===== config.mk =====
export PLATFORM = sky130hd
export DESIGN_NAME = bzp_queue
export DESIGN_NICKNAME = d
export VERILOG_FILES = /design/src/rtl/core/bzp_pkg.sv /design/src/rtl/core/bzp_queue.sv
export SDC_FILE = /design/constraint.sdc
export NUM_CORES = 1
export LEC_CHECK = 0
export ABC_CLOCK_PERIOD_IN_PS = 1600
export BUFFER_PORTS_ARGS = -buffer_cell sky130_fd_sc_hd__buf_4
export CORE_MARGIN = 2
export CORE_UTILIZATION = 50
export CTS_CLUSTER_SIZE = 14
export DETAILED_ROUTE_END_ITERATION = 10
export PLACE_DENSITY = 0.85
export RECOVER_POWER = 50
export SLEW_MARGIN = 10
export SYNTH_ARGS = -nofsm -noshare
export SYNTH_HDL_FRONTEND = slang
export SYNTH_SLANG_ARGS = --single-unit

===== constraint.sdc =====
create_clock -name clk -period 1.6 [get_ports clk]
set_clock_uncertainty 0.15 [all_clocks]
set_input_delay 0.16 -clock clk [delete_from_list [all_inputs] [get_ports clk]]
set_output_delay 0.16 -clock clk [all_outputs]
set_load 0.01 [all_outputs]

===== src/rtl/core/bzp_pkg.sv =====
// ----------------------------------------------------------------------------
// Bezier path point package
// Field widths, curve tables and shared types of the Bezier path point block.
// ----------------------------------------------------------------------------
package bzp_pkg;

  // Widths of the word fields.
  localparam int BZP_ORG_W = 11;
  localparam int BZP_T_W   = 17;
  localparam int BZP_PT_W  = 20;

  // Width of a combined coefficient (offset times binomial).
  localparam int BZP_K_W = 15;

  // Curve orders; the quintic curve sets the number of power stages.
  localparam int BZP_NUM_CURVES = 2;
  localparam int BZP_MAX_ORDER  = 5;
  localparam int BZP_ORDER [BZP_NUM_CURVES] = '{4, 5};

  // Depth of the queue between front and back; a power of two.
  localparam int BZP_QUEUE_DEPTH = 4;

  // Control point offsets from the origin, and binomial coefficients.
  localparam int BZP_OFF_X [BZP_NUM_CURVES][BZP_MAX_ORDER+1] = '{
    '{0, -400, -400, -10, 0, 0},
    '{0, -10, -500, -200, -500, 0}
  };
  localparam int BZP_OFF_Y [BZP_NUM_CURVES][BZP_MAX_ORDER+1] = '{
    '{0, 100, 800, 800, 0, 0},
    '{0, 800, 10, 800, 800, 0}
  };
  localparam int BZP_BINOM [BZP_NUM_CURVES][BZP_MAX_ORDER+1] = '{
    '{1, 4, 6, 4, 1, 0},
    '{1, 5, 10, 10, 5, 1}
  };

  // Queue status seen by the front and the back.
  typedef struct packed {
    logic full;
    logic empty;
  } bzp_qstat_t;

  // Combined x coefficient of term i of curve c.
  function automatic logic signed [BZP_K_W-1:0] bzp_kx(int c, int i);
    return BZP_K_W'(BZP_BINOM[c][i] * BZP_OFF_X[c][i]);
  endfunction

  // Combined y coefficient of term i of curve c.
  function automatic logic signed [BZP_K_W-1:0] bzp_ky(int c, int i);
    return BZP_K_W'(BZP_BINOM[c][i] * BZP_OFF_Y[c][i]);
  endfunction

endpackage


===== src/rtl/core/bzp_queue.sv =====
// ----------------------------------------------------------------------------
// Bezier path point queue
// Small register queue that decouples the front end from the evaluator.
// ----------------------------------------------------------------------------
module bzp_queue import bzp_pkg::*; #(
  parameter int W = 8
) (
  input  logic         clk,
  input  logic         rst_n,
  input  logic         push,
  input  logic [W-1:0] push_data,
  input  logic         pop,
  output logic [W-1:0] pop_data,
  output bzp_qstat_t   stat
);

  localparam int AW = $clog2(BZP_QUEUE_DEPTH);

  logic [W-1:0]  mem_r [BZP_QUEUE_DEPTH];
  logic [AW-1:0] wr_ptr_r, rd_ptr_r;
  logic [AW:0]   cnt_r, cnt_nxt;

  assign stat.full  = (cnt_r == (AW+1)'(BZP_QUEUE_DEPTH));
  assign stat.empty = (cnt_r == '0);
  assign pop_data   = mem_r[rd_ptr_r];
  assign cnt_nxt    = cnt_r + (AW+1)'(push) - (AW+1)'(pop);

  // Pointers wrap on their own since the depth is a power of two.
  always_ff @(posedge clk) begin
    if (!rst_n) begin
      wr_ptr_r <= '0;
      rd_ptr_r <= '0;
      cnt_r    <= '0;
    end else begin
      cnt_r <= cnt_nxt;
      if (push) begin
        wr_ptr_r <= wr_ptr_r + 1'b1;
      end
      if (pop) begin
        rd_ptr_r <= rd_ptr_r + 1'b1;
      end
    end
  end

  always_ff @(posedge clk) begin
    if (push) begin
      mem_r[wr_ptr_r] <= push_data;
    end
  end

endmodule


==> results by group <==
Timing
  – RSZ-0062 raised after global routing: true
  – Final worst setup slack: -0.2071 ns
  – Slew @ Worst Pin: 0.4221 ns
  – F_max: 553.4 MHz
  – Max transition margin: 0.7186
  – Min Tclk post-route: 1.807 ns
  – Final setup fails: 10
  – Slew Limit Fails: 0
  – Final Cycle Share: 1.129
  – Final hold vios: 0
  – Fin Hold WS: 0.08676 ns
  – Final TNS setup: -1.778 ns

Yosys
  – Post-synth net total: 104
  – Avg Cell Area, Syn: 18.83 um^2
  – Netlist cell types: 18
  – Yosys reg bits: 41
  – Synthesized cell area: 0.001600 mm^2
  – Syn Inst Count: 85
  – Post-synthesis sequential area ratio: 0.7131
  – Top post-synthesis cells by area: edfxtp_1, dfxtp_1, mux4_2
  – Yosys top cell area share: 0.6005
  – Yosys Warn Count: 0
  – Leading area contributor after synthesis: edfxtp_1

Die
  – Top-Level Pins: 22
  – Core Region: 0.003053 mm^2
  – Initial core utilization: 0.5242
  – Die H: 60.58 um
  – Die W: 60.58 um
  – Floorplan row count: 20
  – Die area: 0.003669 mm^2

Route
  – DR vias: 846
  – Overall routed net length: 2573 um
  – Total iterations of the first detailed-routing run: 4
  – Post-route DRC: 0
  – ANT nets after route: 0
  – DR vias/cell: 4.890
  – Starting DRC count in detailed routing: 8
  – DR WL/cell: 14.87 um

Critical path
  – Reg2reg start: cnt_r[0]
  – Setup crit end kind: output port
  – Crit path DAT: 1.50 ns
  – Crit Path Category: register to output port
  – Critical path startpoint category: register
  – R2r setup slk: -0.08 ns
  – Worst R2R End: cnt_r[2]
  – Worst R2R Path Depth: 7
  – Req. time, crit path: 1.29 ns
  – Max FO, Critical Path: 8

Global routing
  – Gr ovfl total: 0
  – Vias in the first global route: 913
  – Antenna violations before repair: 0
  – Largest net degree at the start of global routing: 14
  – GRT Total Usage: 0.1731
  – First-pass GRT wire length: 4215 um

Cells and area
  – # nets final: 147
  – ANT cells: 0
  – Final core utilization: 0.6721
  – Fraction of layout cells with a size suffix above 1: 0.3333
  – Area grow syn2layout: 28.23%
  – Layout Cells excl Fill: 173

Clocking
  – CTS Root Cell: clkbuf_4
  – CTS HTree Levels: 2
  – CTS tree: yes
  – TritonCTS buffer count: 5
  – Clk buf depth: 2
  – TritonCTS sink count: 41
  – Later-pin clock latency in the skew report: 0.35 ns
  – Worst-path clk slew: 0.11 ns

Power
  – Leakage: 0.7386 nW
  – Worst VDD drop: 0.7306 mV
  – Pwr Total: 2.209 mW
  – PwrDens: 1077 mW/mm^2

Worst hold path
  – Min-delay src: pop
  – Worst min path class: primary input to register
  – Worst Hold Path EP: rd_ptr_r[0]
  – Hold depth: 4

Placed design
  – GP Congestion: 0.6276
  – Post-placement cell count: 154
  – Hpwl dp: 1724 um
  – IO Port Bufs: 21

Status
  – Status: complete, but fails checks
  – Failing checks: setup timing

Flow run
  – Max-Cap Viols: 0
state kept, by name (all words and copies together), names as in the netlist, named ones only:
name / cells
rd_ptr_r: 2
wr_ptr_r: 2
cnt_r: 3
mem_r: 32
cell families (layout without fill, tap and decap cells):
group	count (synthesis)	after routing	synth area share
DFF	41	41	0.7131
xor gates and xnor gates	3	3	0.02580
AOI/OAI and AO/OA	2	2	0.009380
muxes	9	9	0.1188
adders and majority gates	7	7	0.05942
and+or+nand+nor	14	14	0.04692
buffers and inverters	9	53	0.02658
report_power, final:
group	total (mW)	internal (mW)	switching [mW]
clock network	0.483	0.166	0.317
registers	1.27	1.22	0.0430
logic	0.460	0.275	0.185
total	2.21	1.66	0.545
worst max path at each step:
stage,start,endpoint,cells past startpoint
after floorplan,cnt_r[0],cnt_r[2],7
after global placement,cnt_r[0],cnt_r[2],7
after detailed placement,cnt_r[0],cnt_r[2],7
after CTS,register,pop_data[1],3
after global routing,register,pop_data[3],3
final,register,pop_data[1],3
cell type report:
class                           instances  area [um^2]
Multi-Input combinational cell         35        449.2
Timing Repair Buffer                   38        322.8
Tap cell                               44        55.05
Fill cell                             235         1001
Sequential cell                        41         1144
Inverter                                7        26.28
Clock inverter                          3        17.52
Clock buffer                            5        37.54
timing repair:
action,4_1_cts,5_1_grt
setup endpoints to repair,10,11
buffers inserted,2,0
gates resized for setup,17,1
hold buffers,10,0
hold endpoints to repair,39,0
pin swaps,2,3
worst max-delay path, cell delays in order (launching register included):
cell	delay [ns]
dfxtp_2	0.37
buf_12	0.14
mux4_2	0.51
buf_6	0.14
Yosys cell counts (all sizes together):
| cell type | n |
|---|---|
| edfxtp | 32 |
| dfxtp | 9 |
| mux4 | 8 |
| inv | 7 |
| and2 | 6 |
| ha | 6 |
| nor2 | 5 |
| xnor2 | 2 |
| a21bo | 1 |
| a21oi | 1 |
| and3 | 1 |
| buf | 1 |
| clkbuf | 1 |
| fa | 1 |
| mux2i | 1 |
| nand3b | 1 |
| nor3 | 1 |
| xor3 | 1 |
layout by cell type (no fill, tap or decap):
cell type / instances
a21bo_2: 1
a21oi_1: 1
and2_1: 6
and3_4: 1
buf_12: 1
buf_4: 7
buf_6: 10
clkbuf_1: 10
clkbuf_4: 5
clkinv_2: 2
clkinvlp_4: 1
dfxtp_1: 7
dfxtp_2: 2
dlygate4sd3_1: 10
edfxtp_1: 32
fa_2: 1
ha_1: 4
ha_4: 2
inv_1: 5
inv_2: 2
mux2i_1: 1
mux4_2: 8
nand3b_1: 1
nor2_1: 5
nor3_1: 1
xnor2_1: 2
xor3_1: 1
stage by stage:
step / setup WS, ns / area, um^2
after floorplan: -0.04200 / 1603
after global placement: -0.05920 / 1857
after detailed placement: -0.1228 / 1857
after CTS: -0.2344 / 2093
after global routing: -0.2887 / 2052
final: -0.2071 / 2052
metal layers:
layer,vias to the layer above,track usage,share of wire
met4,0,0.07453,0.014
met5,-,0,0
met3,4,0.07249,0.049
li1,401,-,-
met1,416,0.1903,0.39
met2,25,0.2949,0.55
(Power assumes the default switching activity.)
