## config.mk

```make
export PLATFORM = sky130hd
export DESIGN_NAME = bzp_front_flat
export DESIGN_NICKNAME = d
export VERILOG_FILES = /design/src/rtl/core/bzp_pkg.sv /design/src/rtl/core/bzp_if.sv /design/src/rtl/core/bzp_front.sv /design/src/flat_wrapper.sv
export SDC_FILE = /design/constraint.sdc
export NUM_CORES = 1
export LEC_CHECK = 0
export ABC_CLOCK_PERIOD_IN_PS = 6100
export BUFFER_PORTS_ARGS = -buffer_cell sky130_fd_sc_hd__buf_2
export CAP_MARGIN = 20
export CORE_UTILIZATION = 31
export CTS_BUF_LIST = sky130_fd_sc_hd__clkbuf_8
export DETAILED_ROUTE_END_ITERATION = 6
export PLACE_DENSITY = 0.67
export SYNTH_ARGS = -nofsm -noshare
export SYNTH_HDL_FRONTEND = slang
export SYNTH_SLANG_ARGS = --single-unit
```

## constraint.sdc

```tcl
create_clock -name clk -period 6.1 [get_ports clk]
set_input_delay 1.22 -clock clk [delete_from_list [all_inputs] [get_ports clk]]
set_output_delay 1.22 -clock clk [all_outputs]
set_load 0.005 [all_outputs]
```

## src/rtl/core/bzp_pkg.sv

```systemverilog
// ----------------------------------------------------------------------------
// Bezier path point package
// Field widths, curve tables and shared types of the Bezier path point block.
// ----------------------------------------------------------------------------
package bzp_pkg;

  // Widths of the word fields.
  localparam int BZP_ORG_W = 11;
  localparam int BZP_T_W   = 17;
  localparam int BZP_PT_W  = 20;

  // Width of a combined coefficient (offset times binomial).
  localparam int BZP_K_W = 15;

  // Curve orders; the quintic curve sets the number of power stages.
  localparam int BZP_NUM_CURVES = 2;
  localparam int BZP_MAX_ORDER  = 5;
  localparam int BZP_ORDER [BZP_NUM_CURVES] = '{4, 5};

  // Depth of the queue between front and back; a power of two.
  localparam int BZP_QUEUE_DEPTH = 4;

  // Control point offsets from the origin, and binomial coefficients.
  localparam int BZP_OFF_X [BZP_NUM_CURVES][BZP_MAX_ORDER+1] = '{
    '{0, -400, -400, -10, 0, 0},
    '{0, -10, -500, -200, -500, 0}
  };
  localparam int BZP_OFF_Y [BZP_NUM_CURVES][BZP_MAX_ORDER+1] = '{
    '{0, 100, 800, 800, 0, 0},
    '{0, 800, 10, 800, 800, 0}
  };
  localparam int BZP_BINOM [BZP_NUM_CURVES][BZP_MAX_ORDER+1] = '{
    '{1, 4, 6, 4, 1, 0},
    '{1, 5, 10, 10, 5, 1}
  };

  // Queue status seen by the front and the back.
  typedef struct packed {
    logic full;
    logic empty;
  } bzp_qstat_t;

  // Combined x coefficient of term i of curve c.
  function automatic logic signed [BZP_K_W-1:0] bzp_kx(int c, int i);
    return BZP_K_W'(BZP_BINOM[c][i] * BZP_OFF_X[c][i]);
  endfunction

  // Combined y coefficient of term i of curve c.
  function automatic logic signed [BZP_K_W-1:0] bzp_ky(int c, int i);
    return BZP_K_W'(BZP_BINOM[c][i] * BZP_OFF_Y[c][i]);
  endfunction

endpackage

```

## src/rtl/core/bzp_if.sv

```systemverilog
// ----------------------------------------------------------------------------
// Bezier path point channels
// Valid/ready channels for the request word and the point word.
// ----------------------------------------------------------------------------

// Request channel: curve select, origin and curve parameter.
interface bzp_in_if import bzp_pkg::*; ();
  logic                 valid;
  logic                 ready;
  logic                 func;
  logic [BZP_ORG_W-1:0] origin_x;
  logic [BZP_ORG_W-1:0] origin_y;
  logic [BZP_T_W-1:0]   param_t;

  modport source (output valid, output func, output origin_x, output origin_y,
                  output param_t, input ready);
  modport sink   (input valid, input func, input origin_x, input origin_y,
                  input param_t, output ready);
endinterface


```

## src/rtl/core/bzp_front.sv

```systemverilog
// ----------------------------------------------------------------------------
// Bezier path point front end
// Takes request words, clamps t to one, forms 1 - t and queues the result.
// ----------------------------------------------------------------------------
module bzp_front import bzp_pkg::*; #(
  parameter int T_FRAC_BITS = 16,
  localparam int QW = 1 + 2 * BZP_ORG_W + 2 * (T_FRAC_BITS + 1)
) (
  input  logic          clk,
  input  logic          rst_n,
  bzp_in_if.sink        in_ch,
  input  bzp_qstat_t    q_stat,
  output logic          q_push,
  output logic [QW-1:0] q_data
);

  localparam int PW = T_FRAC_BITS + 1;
  localparam int CW = (BZP_T_W > PW) ? BZP_T_W : PW;
  localparam logic [PW-1:0] ONE = {1'b1, {T_FRAC_BITS{1'b0}}};

  logic          f_vld_r, f_vld_nxt;
  logic [QW-1:0] f_word_r;
  logic          in_acc;
  logic [CW-1:0] t_ext;
  logic [PW-1:0] t_clamp, u_val;

  // The holding register frees itself whenever the queue has room.
  assign q_push      = f_vld_r && !q_stat.full;
  assign in_ch.ready = !f_vld_r || !q_stat.full;
  assign in_acc      = in_ch.valid && in_ch.ready;
  assign q_data      = f_word_r;

  // Saturate t at one and form the complementary weight 1 - t.
  always_comb begin
    t_ext   = CW'(in_ch.param_t);
    t_clamp = (t_ext > CW'(ONE)) ? ONE : t_ext[PW-1:0];
    u_val   = ONE - t_clamp;
  end

  always_comb begin
    f_vld_nxt = f_vld_r;
    if (in_acc) begin
      f_vld_nxt = 1'b1;
    end else if (q_push) begin
      f_vld_nxt = 1'b0;
    end
  end

  always_ff @(posedge clk) begin
    if (!rst_n) begin
      f_vld_r <= 1'b0;
    end else begin
      f_vld_r <= f_vld_nxt;
    end
  end

  // Payload register; it loads on each accepted request and holds otherwise.
  always_ff @(posedge clk) begin
    if (in_acc) begin
      f_word_r <= {in_ch.func, in_ch.origin_x, in_ch.origin_y, t_clamp, u_val};
    end
  end

endmodule

```

## src/flat_wrapper.sv

```systemverilog
// flat-port wrapper written by rule: the top's interface ports become plain ports
module bzp_front_flat import bzp_pkg::*;
#(
  parameter int T_FRAC_BITS = 16,
  localparam int QW = 1 + 2 * BZP_ORG_W + 2 * (T_FRAC_BITS + 1)
)
  (clk, rst_n, q_stat, q_push, q_data, in_ch_valid, in_ch_func, in_ch_origin_x, in_ch_origin_y, in_ch_param_t, in_ch_ready);
  bzp_in_if in_ch_i ();
  input  logic clk;
  input  logic rst_n;
  input  bzp_qstat_t q_stat;
  output logic q_push;
  output logic [QW-1:0] q_data;
  input wire logic [$bits(in_ch_i.valid)-1:0] in_ch_valid;
  input wire logic [$bits(in_ch_i.func)-1:0] in_ch_func;
  input wire logic [$bits(in_ch_i.origin_x)-1:0] in_ch_origin_x;
  input wire logic [$bits(in_ch_i.origin_y)-1:0] in_ch_origin_y;
  input wire logic [$bits(in_ch_i.param_t)-1:0] in_ch_param_t;
  output wire logic [$bits(in_ch_i.ready)-1:0] in_ch_ready;
  assign in_ch_i.valid = in_ch_valid;
  assign in_ch_i.func = in_ch_func;
  assign in_ch_i.origin_x = in_ch_origin_x;
  assign in_ch_i.origin_y = in_ch_origin_y;
  assign in_ch_i.param_t = in_ch_param_t;
  assign in_ch_ready = in_ch_i.ready;
  bzp_front #(.T_FRAC_BITS(T_FRAC_BITS)) u_core (.clk(clk), .rst_n(rst_n), .in_ch(in_ch_i), .q_stat(q_stat), .q_push(q_push), .q_data(q_data));
endmodule
```

==> impl_metrics.csv <==
group,metric,value,unit
pwr,power_leakage,1.28,nW
pwr,p_seq_frac,0.542,
worst_setup_path,worstReg2RegEnd,"u_core.q_data[2]",
timing,rsz0062_at_grt,"false",
route,vias_per_cell,4.46,
synthesis,synth_warnings,0,
synthesis,synth_common_cells,"56 x edfxtp_1, 14 x nor2b_1, 11 x nor2_1, 7 x nand2_1, 6 x a21oi_1",
finish,area_delta_synth_final,34.1,%
clocking,cts_sinks,57,
route,drtPass1Iterations,4,
min_path,worstHoldStart,"u_core.f_vld_r",
clocking,cts_tree,"done",
pwr,power_density,279,mW/mm^2
timing,tightest_slew,722,ps
clocking,root_buffer,"clkbuf_8",
clocking,ctsHoldBuffers,0,
finish,antennaDiodeCount,0,
worst_setup_path,worstSetupPathType,"input pin to flip-flop",
floorplan,die_w,88.1,um
synthesis,synth_seq_cells,57,
floorplan,std_cell_rows,31,
route,met2_length,2340,um
clocking,path_clk_slew,60,ps
timing,slew_violations,0,
synthesis,synth_edf_count,56,
floorplan,die_area,0.00775,mm^2
timing,skew,5.07,ps
timing,max-slew-margin-rel,0.519,
pwr,p_switching,186,uW
job,drv_cap,0,
floorplan,start_util,0.318,
synthesis,netlist_instances,152,
worst_setup_path,worstSetupStartpointType,"input pin",
synthesis,syn-num-nets,198,
floorplan,coreArea,0.00721,mm^2
clocking,cts_resized,0,
min_path,worstHoldPathCells,2,
place,dp_cells,347,
synthesis,yosysMostFrequentCell,"edfxtp_1",
place,portBuffers,102,
finish,stdcell_count,363,
worst_setup_path,required,6180,ps
global_routing,grtUsageTotal,0.127,
global_routing,antenna_found_initial,0,
route,met3WireLength,367,um
place,gp_congestion,0.782,
worst_setup_path,rrSetupSlack,4620,ps
min_path,min_to,"u_core.f_vld_r",
worst_setup_path,critPathArrivalTime,4020,ps
min_path,hp-class,"flip-flop to flip-flop",
synthesis,ys_seq_area_frac,0.741,
run_status,outcome,"finished, final reports clean",
route,routed_wl,4750,um
pwr,p_clk_frac,0.361,
timing,post-route-period-util,0.646,
timing,period_needed,3940,ps
route,drc,0,
route,wl_met1,1980,um
clocking,insertion_delay,330,ps
place,hpwl,3330,um
synthesis,syn_area,0.00230,mm^2
synthesis,yosys.area.top_type,"edfxtp_1",
global_routing,grt_overflow,0,
worst_setup_path,reg2reg_depth,3,
synthesis,yosysUniqueCellTypes,34,
global_routing,grt_max_degree,57,
global_routing,grt_pass1_vias,1461,
synthesis,postSynth.asyncResetShare,0,
timing,setup_violations,0,
timing,totalNegativeSetupSlack,0,ps
route,num_vias,1618,
finish,nets,305,
worst_setup_path,r2r_start,"u_core.f_vld_r",
clocking,cts_inserted_buffers,9,
worst_setup_path,worstPathMaxFanout,11,
pwr,combPwrFrac,0.097,
route,wl_per_cell,13.1,um
pwr,ir_worst_vdd,0.0971,mV
route,top_layer,"met4",
pwr,p_sw_frac,0.217,
clocking,post_cts_buffers,0,
synthesis,synth_flop_cell,"edfxtp_1",
floorplan,io_pins,104,
synthesis,netlist_top_cells_area,"edfxtp_1 73%, nor2b_1 3.8%, nor2_1 1.8%",
timing,fmax,254,MHz
synthesis,synth.top_cell.area_share,0.732,
route,antenna_left,0,
floorplan,fp.dieH,88.1,um
finish,fin_util,0.427,
global_routing,grt_first_pass_wirelength,7110,um
clocking,h-tree-depth,3,
worst_setup_path,cp-end-kind,"flip-flop",
pwr,power.internal,674,uW
timing,hold_viol,0,
route,first_iter_violations,27,
synthesis,syn_avg_cell_area,15.1,um^2
finish,drive_gt1_frac,0.447,
clocking,clock_path_buffers,2,
==> cell usage in the layout, fill, tap and decap left out <==
cell type / synthesis / layout
xnor2_1: 4 / 4
a211oi_1: 3 / 3
nor2_1: 11 / 11
edfxtp_1: 56 / 56
inv_1: 5 / 9
a21boi_0: 1 / 1
and4_1: 1 / 1
nor4_4: 1 / 1
o31ai_1: 2 / 2
nand4b_1: 2 / 2
dfxtp_1: 1 / 1
a211o_1: 1 / 1
nor2b_1: 14 / 14
nor4_1: 2 / 2
and2_1: 5 / 4
a21oi_1: 6 / 6
o31a_1: 3 / 3
nand2_1: 7 / 7
or4_1: 1 / 1
nand4_1: 1 / 1
buf_2: 0 / 102
or3_1: 1 / 1
and4b_1: 2 / 2
nand3b_1: 1 / 1
nor3_2: 1 / 1
nor3_1: 3 / 3
and2_2: 0 / 1
a21o_1: 2 / 2
ha_1: 1 / 1
buf_4: 2 / 1
nand3_1: 2 / 2
a311o_1: 1 / 1
nor3b_1: 1 / 1
o21ai_0: 3 / 3
clkbuf_8: 0 / 12
==> kinds of logic after synthesis <==
kind of cell               share of synthesized area
and+or+nand+nor                                0.147
DFF                                            0.741
buffers and inverters                         0.0262
xor gates and xnor gates                      0.0153
adders and majority gates                    0.00545
AOI/OAI and AO/OA                             0.0654
==> sequential cells by signal (all words and copies together) (netlist names) <==
name	count
u_core.f_vld_r	1
u_core.q_data	56
==> power by group through the flow <==
stage	Clock, mW	Combinational [mW]	Sequential (mW)
floorplan	0	0.0312	0.480
global placement	0	0.0835	0.474
detailed placement	0	0.0851	0.475
CTS	0.326	0.0855	0.467
global route	0.345	0.0943	0.469
finish	0.310	0.0837	0.466
==> layer usage <==
layer / GRT usage / vias to the layer above
li1: - / 787
met5: 0 / -
met4: 0.0587 / 0
met2: 0.197 / 70
met1: 0.147 / 755
met3: 0.0613 / 6
==> area by class of cell <==
| class | instances | area (um^2) |
|---|---|---|
| timing repair buffer | 103 | 518 |
| inverter | 5 | 18.8 |
| sequential | 57 | 1700 |
| tap | 99 | 124 |
| multi-input combinational | 83 | 536 |
| clock buffer | 12 | 165 |
| fill | 714 | 4140 |
| clock inverter | 4 | 15.0 |
==> through the flow <==
stage                     hold WS (ps)  power (mW)  area [um^2]  setup slack (ps)
after floorplan                    487       0.511         2300              2650
after global placement             506       0.558         2900              1890
after detailed placement           533       0.560         2900              1830
after CTS                          547       0.878         3080              2190
after global routing               577       0.909         3080              1990
final                              536       0.860         3080              2160
==> worst max path at each step <==
stage,startpoint,endpoint,slack (ps),cells past startpoint
after floorplan,in_ch_param_t[3],u_core.q_data[12],2650,11
after global placement,in_ch_param_t[3],u_core.q_data[12],1890,10
after detailed placement,in_ch_param_t[3],u_core.q_data[12],1830,10
after CTS,in_ch_param_t[3],u_core.q_data[12],2190,10
after global routing,in_ch_param_t[3],u_core.q_data[12],1990,10
final,in_ch_param_t[3],u_core.q_data[12],2160,10
==> worst max-delay path: stages <==
cell	delay (ps)
buf_2	140
nor4_4	510
and4b_1	410
a21o_1	330
nand2_1	100
ha_1	340
nor3b_1	240
and4b_1	280
and4_1	220
a211o_1	220
No activity file was read; power rests on OpenSTA's default activity.
